[config.mk]
export PLATFORM = sky130hd
export DESIGN_NAME = vector_norm_l1_l2_lp_top
export DESIGN_NICKNAME = d
export VERILOG_FILES = /design/src/design/vnm_pkg.sv /design/src/design/vector_norm_l1_l2_lp_top.sv /design/src/design/vnm_satmul.sv
export SDC_FILE = /design/constraint.sdc
export NUM_CORES = 2
export LEC_CHECK = 0
export BUFFER_PORTS_ARGS = -buffer_cell sky130_fd_sc_hd__buf_2
export CORE_MARGIN = 3
export CORE_UTILIZATION = 45
export CTS_BUF_LIST = sky130_fd_sc_hd__clkbuf_4
export DETAILED_ROUTE_END_ITERATION = 16
export PLACE_DENSITY = 0.6
export SLEW_MARGIN = 20
export SYNTH_ARGS = -nofsm -noshare
export SYNTH_HDL_FRONTEND = slang
export SYNTH_SLANG_ARGS = --single-unit
[constraint.sdc]
create_clock -name clk -period 20.6 [get_ports clk]
set_input_delay 6.18 -clock clk [delete_from_list [all_inputs] [get_ports clk]]
set_output_delay 6.18 -clock clk [all_outputs]
set_load 0.03 [all_outputs]
[src/design/vnm_pkg.sv]
`default_nettype none
// ----------------------------------------------------------------------------
// vnm_pkg: shared types and constants of the vector norm unit
// Widths of the accumulator and root search, mode codes, multiply unit bundles.
// ----------------------------------------------------------------------------
package vnm_pkg;

  localparam int ELEMENT_BITS_DEF = 12;
  localparam int LP_EXPONENT_DEF  = 5;

  localparam int ACC_W   = 64;
  localparam int HALF_W  = ACC_W / 2;
  localparam int ROOT_W  = 32;
  localparam int BIT_W   = $clog2(ROOT_W);
  localparam int NORM_W  = 24;
  localparam int MODE_W  = 2;

  localparam logic [NORM_W-1:0] NORM_MAX = {NORM_W{1'b1}};

  localparam logic [MODE_W-1:0] MODE_L1    = 2'd0;
  localparam logic [MODE_W-1:0] MODE_L2    = 2'd1;
  localparam logic [MODE_W-1:0] MODE_RESET = MODE_L2;
  localparam int                MODE_LP_BIT = 1;

  typedef struct packed {
    logic              start;
    logic [ACC_W-1:0]  a;
    logic [ROOT_W-1:0] b;
  } mul_req_t;

  typedef struct packed {
    logic             done;
    logic [ACC_W-1:0] p;
    logic             ovf;
  } mul_rsp_t;

endpackage
`default_nettype wire

[src/design/vector_norm_l1_l2_lp_top.sv]
`default_nettype none
// ----------------------------------------------------------------------------
// vector_norm_l1_l2_lp_top: vector L1 / L2 / Lp norm
// Accumulates per-element powers and takes the floored root on the last word.
// ----------------------------------------------------------------------------
// Usage:
//   Input words arrive on s_axis: one signed element per word, tlast on the
//   final element of a vector. One norm word leaves on m_axis per vector, with
//   the overflow flag in tuser. cfg_we/cfg_wdata write norm_mode (0 = L1,
//   1 = L2, 2 or 3 = Lp); write it only while the block is idle.
//   The block takes one word at a time. With k = 1, 2 or LP_EXPONENT for
//   L1, L2 or Lp, a word takes k multiplies on the shared unit and an add.
//   The last word adds a 32-step root search, each step setting a candidate
//   bit and taking k multiplies (none in L1), then loads the output.
//   The output register lets the next vector start while a norm is waiting;
//   a stalled receiver only holds the block when the next norm is ready.
//   Reset clears the accumulator and flag, empties the output register and
//   sets norm_mode to L2. No clearing pass is needed.
// ----------------------------------------------------------------------------
module vector_norm_l1_l2_lp_top #(
  parameter int ELEMENT_BITS = vnm_pkg::ELEMENT_BITS_DEF,
  parameter int LP_EXPONENT  = vnm_pkg::LP_EXPONENT_DEF,
  localparam int IN_TDATA_W  = ((ELEMENT_BITS + 7) / 8) * 8
) (
  input  wire logic                        clk,
  input  wire logic                        rst,
  input  wire logic                        s_axis_tvalid,
  output logic                             s_axis_tready,
  input  wire logic [IN_TDATA_W-1:0]       s_axis_tdata,   // element
  input  wire logic                        s_axis_tlast,
  output logic                             m_axis_tvalid,
  input  wire logic                        m_axis_tready,
  output logic [vnm_pkg::NORM_W-1:0]       m_axis_tdata,   // norm
  output logic                             m_axis_tuser,   // overflow
  input  wire logic                        cfg_we,
  input  wire logic [vnm_pkg::MODE_W-1:0]  cfg_wdata       // norm_mode
);

  localparam int MAG_W = ELEMENT_BITS + 1;
  localparam int CNT_W = $clog2(LP_EXPONENT + 1);

  typedef enum logic [2:0] {
    S_IDLE, S_TERM, S_ADD, S_RCAND, S_RMUL, S_RCMP, S_EMIT
  } state_t;

  state_t                        state;
  logic [vnm_pkg::MODE_W-1:0]    mode;
  logic [vnm_pkg::ACC_W-1:0]     power_sum;
  logic                          sat_seen;
  logic [vnm_pkg::ACC_W-1:0]     acc;
  logic                          acc_ovf;
  logic [vnm_pkg::ROOT_W-1:0]    opb;
  logic [vnm_pkg::ROOT_W-1:0]    res;
  logic [vnm_pkg::BIT_W-1:0]     bit_idx;
  logic [CNT_W-1:0]              cnt;
  logic                          last_q;
  logic                          mul_start;

  vnm_pkg::mul_req_t             mul_req;
  vnm_pkg::mul_rsp_t             mul_rsp;

  logic [ELEMENT_BITS-1:0]       raw;
  logic [MAG_W-1:0]              mag;
  logic                          is_lp;
  logic [CNT_W-1:0]              k;
  logic [vnm_pkg::ACC_W-1:0]     term;
  logic [vnm_pkg::ACC_W:0]       sum_w;
  logic [vnm_pkg::ACC_W-1:0]     sum_sat;
  logic [vnm_pkg::ROOT_W-1:0]    cand;
  logic [vnm_pkg::ACC_W-1:0]     norm_src;
  logic                          norm_big;

  assign raw   = s_axis_tdata[ELEMENT_BITS-1:0];
  assign mag   = raw[ELEMENT_BITS-1] ? ({1'b1, {ELEMENT_BITS{1'b0}}} - {1'b0, raw})
                                     : {1'b0, raw};
  assign is_lp = mode[vnm_pkg::MODE_LP_BIT];

  always_comb begin
    if (is_lp)                        k = CNT_W'(LP_EXPONENT);
    else if (mode == vnm_pkg::MODE_L2) k = CNT_W'(2);
    else                              k = CNT_W'(1);
  end

  assign term     = acc_ovf ? {vnm_pkg::ACC_W{1'b1}} : acc;
  assign sum_w    = {1'b0, power_sum} + {1'b0, term};
  assign sum_sat  = sum_w[vnm_pkg::ACC_W] ? {vnm_pkg::ACC_W{1'b1}}
                                          : sum_w[vnm_pkg::ACC_W-1:0];
  assign cand     = res | (vnm_pkg::ROOT_W'(1) << bit_idx);
  assign norm_src = (mode == vnm_pkg::MODE_L1) ? power_sum
                                               : {{(vnm_pkg::ACC_W-vnm_pkg::ROOT_W){1'b0}}, res};
  assign norm_big = |norm_src[vnm_pkg::ACC_W-1:vnm_pkg::NORM_W];

  assign s_axis_tready = (state == S_IDLE);

  assign mul_req.start = mul_start;
  assign mul_req.a     = acc;
  assign mul_req.b     = opb;

  vnm_satmul u_mul (
    .clk (clk),
    .rst (rst),
    .req (mul_req),
    .rsp (mul_rsp)
  );

  always_ff @(posedge clk) begin
    mul_start <= 1'b0;
    if (m_axis_tvalid && m_axis_tready) m_axis_tvalid <= 1'b0;
    if (cfg_we) mode <= cfg_wdata;
    unique case (state)
      S_IDLE: begin
        if (s_axis_tvalid) begin
          opb       <= vnm_pkg::ROOT_W'(mag);
          last_q    <= s_axis_tlast;
          acc       <= vnm_pkg::ACC_W'(1);
          acc_ovf   <= 1'b0;
          cnt       <= k;
          mul_start <= 1'b1;
          state     <= S_TERM;
        end
      end
      S_TERM, S_RMUL: begin
        if (mul_rsp.done) begin
          acc     <= mul_rsp.p;
          acc_ovf <= acc_ovf | mul_rsp.ovf;
          cnt     <= cnt - CNT_W'(1);
          if (cnt == CNT_W'(1)) begin
            state <= (state == S_TERM) ? S_ADD : S_RCMP;
          end else begin
            mul_start <= 1'b1;
          end
        end
      end
      S_ADD: begin
        power_sum <= sum_sat;
        sat_seen  <= sat_seen | sum_w[vnm_pkg::ACC_W];
        if (!last_q) begin
          state <= S_IDLE;
        end else if (mode == vnm_pkg::MODE_L1) begin
          state <= S_EMIT;
        end else begin
          res     <= '0;
          bit_idx <= vnm_pkg::BIT_W'(vnm_pkg::ROOT_W - 1);
          state   <= S_RCAND;
        end
      end
      S_RCAND: begin
        opb       <= cand;
        acc       <= vnm_pkg::ACC_W'(1);
        acc_ovf   <= 1'b0;
        cnt       <= k;
        mul_start <= 1'b1;
        state     <= S_RMUL;
      end
      S_RCMP: begin
        if (!acc_ovf && acc <= power_sum) res <= opb;
        if (bit_idx == '0) begin
          state <= S_EMIT;
        end else begin
          bit_idx <= bit_idx - vnm_pkg::BIT_W'(1);
          state   <= S_RCAND;
        end
      end
      S_EMIT: begin
        if (!m_axis_tvalid || m_axis_tready) begin
          m_axis_tvalid <= 1'b1;
          m_axis_tdata  <= norm_big ? vnm_pkg::NORM_MAX : norm_src[vnm_pkg::NORM_W-1:0];
          m_axis_tuser  <= sat_seen | norm_big;
          power_sum     <= '0;
          sat_seen      <= 1'b0;
          state         <= S_IDLE;
        end
      end
      default: state <= S_IDLE;
    endcase
    if (rst) begin
      state         <= S_IDLE;
      mode          <= vnm_pkg::MODE_RESET;
      power_sum     <= '0;
      sat_seen      <= 1'b0;
      mul_start     <= 1'b0;
      m_axis_tvalid <= 1'b0;
    end
  end

  a_ready_no_mul: assert property (@(posedge clk) disable iff (rst)
    s_axis_tready |-> !mul_start)
    else $error("input ready while a multiply is requested");

  a_cnt_live: assert property (@(posedge clk) disable iff (rst)
    (state == S_TERM || state == S_RMUL) |-> cnt != '0)
    else $error("multiply loop running with zero count");

  a_done_expected: assert property (@(posedge clk) disable iff (rst)
    mul_rsp.done |-> (state == S_TERM || state == S_RMUL))
    else $error("multiply result outside a multiply loop");

  a_emit_clears: assert property (@(posedge clk) disable iff (rst)
    (state == S_EMIT && (!m_axis_tvalid || m_axis_tready))
      |=> (m_axis_tvalid && power_sum == '0 && !sat_seen))
    else $error("emit did not load output and clear accumulator");

endmodule
`default_nettype wire

[src/design/vnm_satmul.sv]
`default_nettype none
// ----------------------------------------------------------------------------
// vnm_satmul: shared saturating multiplier
// 64 x 32 product through one 32 x 32 multiplier in two halves, then merge.
// ----------------------------------------------------------------------------
module vnm_satmul (
  input  wire logic          clk,
  input  wire logic          rst,
  input  vnm_pkg::mul_req_t  req,
  output vnm_pkg::mul_rsp_t  rsp
);

  typedef enum logic [1:0] {M_IDLE, M_LO, M_HI, M_SUM} mstate_t;

  mstate_t                        state;
  logic [2*vnm_pkg::HALF_W-1:0]   p_lo;
  logic [2*vnm_pkg::HALF_W-1:0]   p_hi;
  logic [vnm_pkg::HALF_W-1:0]     mul_x;
  logic [2*vnm_pkg::HALF_W-1:0]   product;
  logic [vnm_pkg::HALF_W:0]       mid;

  assign mul_x   = (state == M_HI) ? req.a[vnm_pkg::ACC_W-1:vnm_pkg::HALF_W]
                                   : req.a[vnm_pkg::HALF_W-1:0];
  assign product = mul_x * req.b;
  assign mid     = {1'b0, p_lo[2*vnm_pkg::HALF_W-1:vnm_pkg::HALF_W]}
                 + {1'b0, p_hi[vnm_pkg::HALF_W-1:0]};

  always_ff @(posedge clk) begin
    rsp.done <= 1'b0;
    unique case (state)
      M_IDLE: begin
        if (req.start) state <= M_LO;
      end
      M_LO: begin
        p_lo  <= product;
        state <= M_HI;
      end
      M_HI: begin
        p_hi  <= product;
        state <= M_SUM;
      end
      M_SUM: begin
        rsp.ovf  <= (|p_hi[2*vnm_pkg::HALF_W-1:vnm_pkg::HALF_W]) | mid[vnm_pkg::HALF_W];
        rsp.p    <= ((|p_hi[2*vnm_pkg::HALF_W-1:vnm_pkg::HALF_W]) | mid[vnm_pkg::HALF_W])
                    ? {vnm_pkg::ACC_W{1'b1}}
                    : {mid[vnm_pkg::HALF_W-1:0], p_lo[vnm_pkg::HALF_W-1:0]};
        rsp.done <= 1'b1;
        state    <= M_IDLE;
      end
      default: state <= M_IDLE;
    endcase
    if (rst) begin
      state    <= M_IDLE;
      rsp.done <= 1'b0;
    end
  end

endmodule
`default_nettype wire
# ---- Word-level counts from Yosys, hierarchy flattened
# Index checks and enable logic that the tools add are counted.
dict set report op_classes {
  shift 1
  eq_ne 20
  order_cmp 1
  div 0
  muxes 50
  mul 1
  addsub 5
  reduce_logical 24
  n_bitwise 5
}
# operator count
set ops {}
lappend ops {{$mux 64} 7}
lappend ops {{$pmux 64 s3} 1}
lappend ops {{$mux 32} 5}
lappend ops {{$pmux 32 s2} 2}
lappend ops {{$pmux 64 s2} 1}
lappend ops {{$mux 66} 1}
lappend ops {{$add 64x64->65} 1}
lappend ops {{$le 64x64->1} 1}
lappend ops {{$mul 32x32->64} 1}
lappend ops {{$reduce_or 40->1} 1}
lappend ops {{$add 32x32->33} 1}
lappend ops {{$mux 3} 11}
lappend ops {{$or 32x32->32} 1}
lappend ops {{$reduce_or 32->1} 1}
lappend ops {{$shl 1x5->32 const A} 1}
lappend ops {{$pmux 3 s6} 1}
lappend ops {{$ne 2x2->1 const B} 8}
lappend ops {{$mux 5} 3}
lappend ops {{$mux 13} 1}
lappend ops {{$sub 13x12->13 const A} 1}
lappend ops {{$reduce_and 4->1} 3}
lappend ops {{$pmux 5 s2} 1}
lappend ops {{$eq 3x3->1 const B} 3}
lappend ops {{$mux 1} 9}
lappend ops {{24 further kinds} 41}
dict set report word_totals {
  word_cells 128
  ram_bits 0
  regBits 431
  latchBits 0
  out_inout_bits 27
  romBits 0
  n_memories 0
  inputBits 24
}

# ---- Depth between registers and ports, before layout
dict set report logic_depth {
  word_depth 5
  depth_mapped 33
  ltp_nobuf 29
}

# ---- Modules after synthesis
# From an unflattened synthesis, not the netlist that was laid out.
dict set report unflattened {
  cells_unflattened 5867
  hier_area_um2 57182.3
}
# module n_inst seq_area_each_um2 area_per_inst_um2 cells_per_inst
set by_module_without_submodules {}
lappend by_module_without_submodules {vnm_satmul 1 5855.6 41666.2 4226}
lappend by_module_without_submodules {vector_norm_l1_l2_lp_top 1 6336.1 15516.1 1641}

# ---- Worst setup path after synthesis
# OpenSTA, ideal clock, no wires.
dict set report synth_timing {
  path_type {register -> register}
  start {register u_mul.state[0]}
  end {register u_mul.p_hi[62] in the netlist's numbering (data pin)}
  t_arrival_ns 9.705
  slack_ns 10.633
  n_path_buf 4
  period_less_slack_ns 9.967
  t_required_ns 20.338
  path_stages_with_launch 28
  setup_time_ns 0.262
  cell_sequence {dfxtp_1 inv_1 ha_1 clkbuf_1 clkbuf_1 mux2_2 clkbuf_1 and2_1 fa_1 fa_1 inv_1 fa_1 fa_1 inv_1 fa_1 fa_1 fa_1 fa_1 ha_1 clkbuf_1 a2111oi_0 a31oi_1 a41o_1 a21o_1 a21oi_1 o31ai_1 a221o_1 xor2_1}
}
dict set report synth_via {
  elab_chain_len 3
}
# item line
set synth_rtl {}
lappend synth_rtl {{from (decl)} vnm_satmul.sv:15} ;# mstate_t state;
lappend synth_rtl {{from (signal assigned)} vnm_satmul.sv:32} ;# if (req.start) state <= M_LO;
lappend synth_rtl {{from (signal assigned)} vnm_satmul.sv:36} ;# state <= M_HI;
lappend synth_rtl {{from (signal assigned)} vnm_satmul.sv:40} ;# state <= M_SUM;
lappend synth_rtl {{$eq 2x2->1} vnm_satmul.sv:22} ;# assign mul_x = (state == M_HI) ? req.a[vnm_pkg::ACC_W-1:vnm_pkg::HALF_W]
lappend synth_rtl {{$mux 32} vnm_satmul.sv:22}
lappend synth_rtl {{$mul 32x32->64} vnm_satmul.sv:24} ;# assign product = mul_x * req.b;
lappend synth_rtl {{named net u_mul.product, one bit} vnm_satmul.sv:19} ;# logic [2*vnm_pkg::HALF_W-1:0] product;
lappend synth_rtl {{to (signal assigned)} vnm_satmul.sv:39} ;# p_hi <= product;
lappend synth_rtl {{to (decl)} vnm_satmul.sv:17} ;# logic [2*vnm_pkg::HALF_W-1:0] p_hi;
# The timed path passes the listed nets, and every way through them passes these cells.
# A chain may end at the register's enable or synchronous reset.

# ---- Final worst setup path
dict set report layout_timing {
  start {register u_mul.state[0]}
  end {register u_mul.p_lo[57] in the netlist's numbering (data pin)}
}
dict set report layout_via {
  elab_chain_len 3
}
# item line
set layout_rtl {}
lappend layout_rtl {{$eq 2x2->1} vnm_satmul.sv:22}
lappend layout_rtl {{$mux 32} vnm_satmul.sv:22}
lappend layout_rtl {{$mul 32x32->64} vnm_satmul.sv:24}
lappend layout_rtl {{named net u_mul.product, one bit} vnm_satmul.sv:19}
lappend layout_rtl {{to (signal assigned)} vnm_satmul.sv:35} ;# p_lo <= product;
lappend layout_rtl {{to (decl)} vnm_satmul.sv:16} ;# logic [2*vnm_pkg::HALF_W-1:0] p_lo;
# The timed path passes the listed nets, and every way through them passes these cells.

==> flow_summary.ini <==
[synth]
synthMuxAreaShare_pct = 0.754
synthTopCellsByCount = 941 x inv_1, 898 x fa_1, 678 x and2_1, 639 x nand2_1, 437 x ha_1
synth.avg_cell_area_um2 = 9.77
yosysMostFrequentCell = inv_1
ys_seq_elements = 431
yosysTopAreaCellShare_pct = 31.5
syn_inst = 5841
synthXorXnorAreaFrac_pct = 2.39
synth-simple-area-share_pct = 16.5
synth_area_mm2 = 0.0571
synth.distinct_cells = 85
async_reset_ff_share_pct = 0
syn_nets = 7200
synth.largest_area_cell = fa_1
synth_compound_area_share_pct = 9.53
synth_edf_count = 356
yosys_warnings = 0
synth-seq-area-share_pct = 21.4
synth_area_leaders = fa_1 32%, edfxtp_1 19%, ha_1 9.6%
synth_top_family_by_area = adder cells
ys.flop_type = edfxtp_1
yosys.area_share.adder_pct = 41.1

[sta]
rsz0062_at_grt = false
slew_viol_final = 0
tns_ns = 0
hold_violations = 0
finClkSkew_ns = 0.0685
slew_headroom_pct = 23.9
tightest_slew_ns = 1.14
final.period_utilization_pct = 48.2
final-setup-viol-count = 0
fmax_mhz = 101
period_needed_ns = 9.93

[global_route]
grt_first_pass_wirelength_mm = 250
grt_usage_pct = 24.5
grt_pass1_vias = 42819
grt_max_degree = 70
overflow = 0
antenna_found_initial = 15

[cts]
h-tree-depth = 3
cts_made_buffers = 115
path_clk_slew_ns = 0.06
cts_root_buf = clkbuf_4
clkLatencyLatePin_ns = 0.88
ctsLongestPathBuffers = 3
cts_sinks = 431
cts.hold.buffers_added = 0
cts_setup_buffers = 0
cts_resized = 0
cts_tree = done

[finish]
fill_cells = 11893
stdcell_area_mm2 = 0.0601
drive_gt1_share_pct = 7.94
seqCellArea_mm2 = 0.0122
fin_util_pct = 47.8
multi_input_area_mm2 = 0.0401
syn_to_final_growth_pct = 5.36
nets = 7115

[floorplan]
initial_core_util_pct = 45.4
io_pins = 51
fp-row-count = 130
die_area_mm2 = 0.131
chipWidth_um = 362
die_y_um = 362
design.core.area_mm2 = 0.126

[drt]
avgRoutedWirePerCell_um = 21.0
drtAntennaViolNets = 0
firstDrtPassIters = 5
vias = 41069
drtIter0Drc = 2930
via_per_inst = 5.48
drt-total-wl_mm = 158
drc = 0

[worst_hold_path]
whs_endpoint = sat_seen$_SDFFE_PP0P_
whs_path_depth = 2
hold_class = reg2reg
worstHoldStart = sat_seen$_SDFFE_PP0P_

[place]
dp_hpwl_mm = 117
placed_area_mm2 = 0.0587
io_buffer_count = 46
routabilityCongestion = 0.896

[flow_run]
maxCapViolCount = 0

[critical_path]
start_kind = register
r2r-end = u_mul.p_lo[57]$_DFFE_PN_
worstPathArrival_ns = 10.55
crit_required_ns = 21.22
r2r_start = u_mul.state[0]$_SDFFE_PP0P_
crit_path_end_kind = register
reg2reg_depth = 27
path_max_fanout = 32
critPathKind = reg2reg
regToRegSetupSlack_ns = 10.67

[run_status]
outcome = finished clean
==> worst max-delay path, cell delays in order (launching register included) <==
cell,delay [ns]
dfxtp_1,0.33
inv_1,0.20
ha_1,0.54
buf_4,0.30
mux2_2,0.75
and2_1,0.37
fa_1,0.50
inv_1,0.05
fa_1,0.50
fa_1,0.46
fa_1,0.54
inv_1,0.05
fa_1,0.50
inv_1,0.06
fa_1,0.53
inv_1,0.05
fa_1,0.53
fa_1,0.44
ha_1,0.39
nand2_1,0.10
o21a_1,0.19
o21ai_0,0.40
a41oi_1,0.41
nor3b_1,0.49
o2111ai_1,0.21
a21oi_1,0.34
a21oi_1,0.13
xnor2_1,0.34
==> per-layer routing <==
metal / global-route usage (%) / vias to the layer above / part of all wire (%)
li1: - / 18519 / -
met1: 34.4 / 21092 / 44
met2: 41.1 / 1251 / 48
met3: 2.38 / 207 / 5.8
met4: 5.68 / 0 / 2.3
met5: 0 / - / 0
==> cells by family (layout without fill, tap and decap cells) <==
| group | Yosys count | in the layout |
|---|---|---|
| adders and majority gates | 1335 | 1335 |
| xor gates and xnor gates | 156 | 156 |
| buffers and inverters | 1262 | 1263 |
| other | 0 | 3 |
| muxes | 39 | 39 |
| and+or+nand+nor | 1803 | 1803 |
| AOI/OAI and AO/OA | 815 | 815 |
| DFF | 431 | 431 |
==> cells in the final DEF (no fill, tap or decap), types with 73 or more instances in the layout <==
cell / count
buf_4: 73
a21o_1: 107
a21oi_1: 293
o21ai_0: 98
and2_1: 678
edfxtp_1: 356
ha_1: 434
dfxtp_1: 75
clkbuf_4: 162
nand2_1: 639
fa_1: 898
inv_1: 941
nor2_1: 118
xnor2_1: 97
==> sequential cells by signal, indices dropped and copies added, names as in the netlist <==
name	flops
acc	64
acc_ovf	1
bit_idx	5
cnt	3
last_q	1
m_axis_tdata	24
m_axis_tuser	1
m_axis_tvalid	1
mode	2
mul_start	1
opb	32
power_sum	64
res	32
sat_seen	1
state	3
u_mul.p_hi	64
u_mul.p_lo	64
u_mul.rsp	66
u_mul.state	2
==> how the worst max path moves through the flow <==
stage,start,to,slack (ns)
finish,u_mul.state[0]$_SDFFE_PP0P_,u_mul.p_lo[57]$_DFFE_PN_,10.67
global route,u_mul.state[0]$_SDFFE_PP0P_,u_mul.p_hi[62]$_DFFE_PN_,10.18
CTS,u_mul.state[0]$_SDFFE_PP0P_,u_mul.p_hi[62]$_DFFE_PN_,10.60
detailed placement,u_mul.state[0]$_SDFFE_PP0P_,u_mul.p_hi[62]$_DFFE_PN_,10.61
global placement,u_mul.state[0]$_SDFFE_PP0P_,u_mul.p_hi[57]$_DFFE_PN_,10.69
floorplan,u_mul.state[0]$_SDFFE_PP0P_,u_mul.p_hi[62]$_DFFE_PN_,10.63
==> per-stage QoR <==
step                cells  hold WS (ns)  setup WS [ns]
floorplan            5841         0.447          10.63
global placement     7289         0.458          10.69
detailed placement   7289         0.475          10.61
CTS                  7492         0.487          10.60
global route         7493         0.514          10.18
finish               7495         0.483          10.67
==> final cells by class <==
class	instances	area share (%)
Antenna cell	3	0.0125
Clock buffer	162	2.02
Clock inverter	41	0.341
Inverter	942	5.88
Multi-Input combinational cell	4148	66.7
Sequential cell	431	20.3
Tap cell	1650	3.43
Timing Repair Buffer	118	1.29
Power is not shown: default switching activity piles up to over one toggle a cycle in this logic, so the estimate is an artifact.
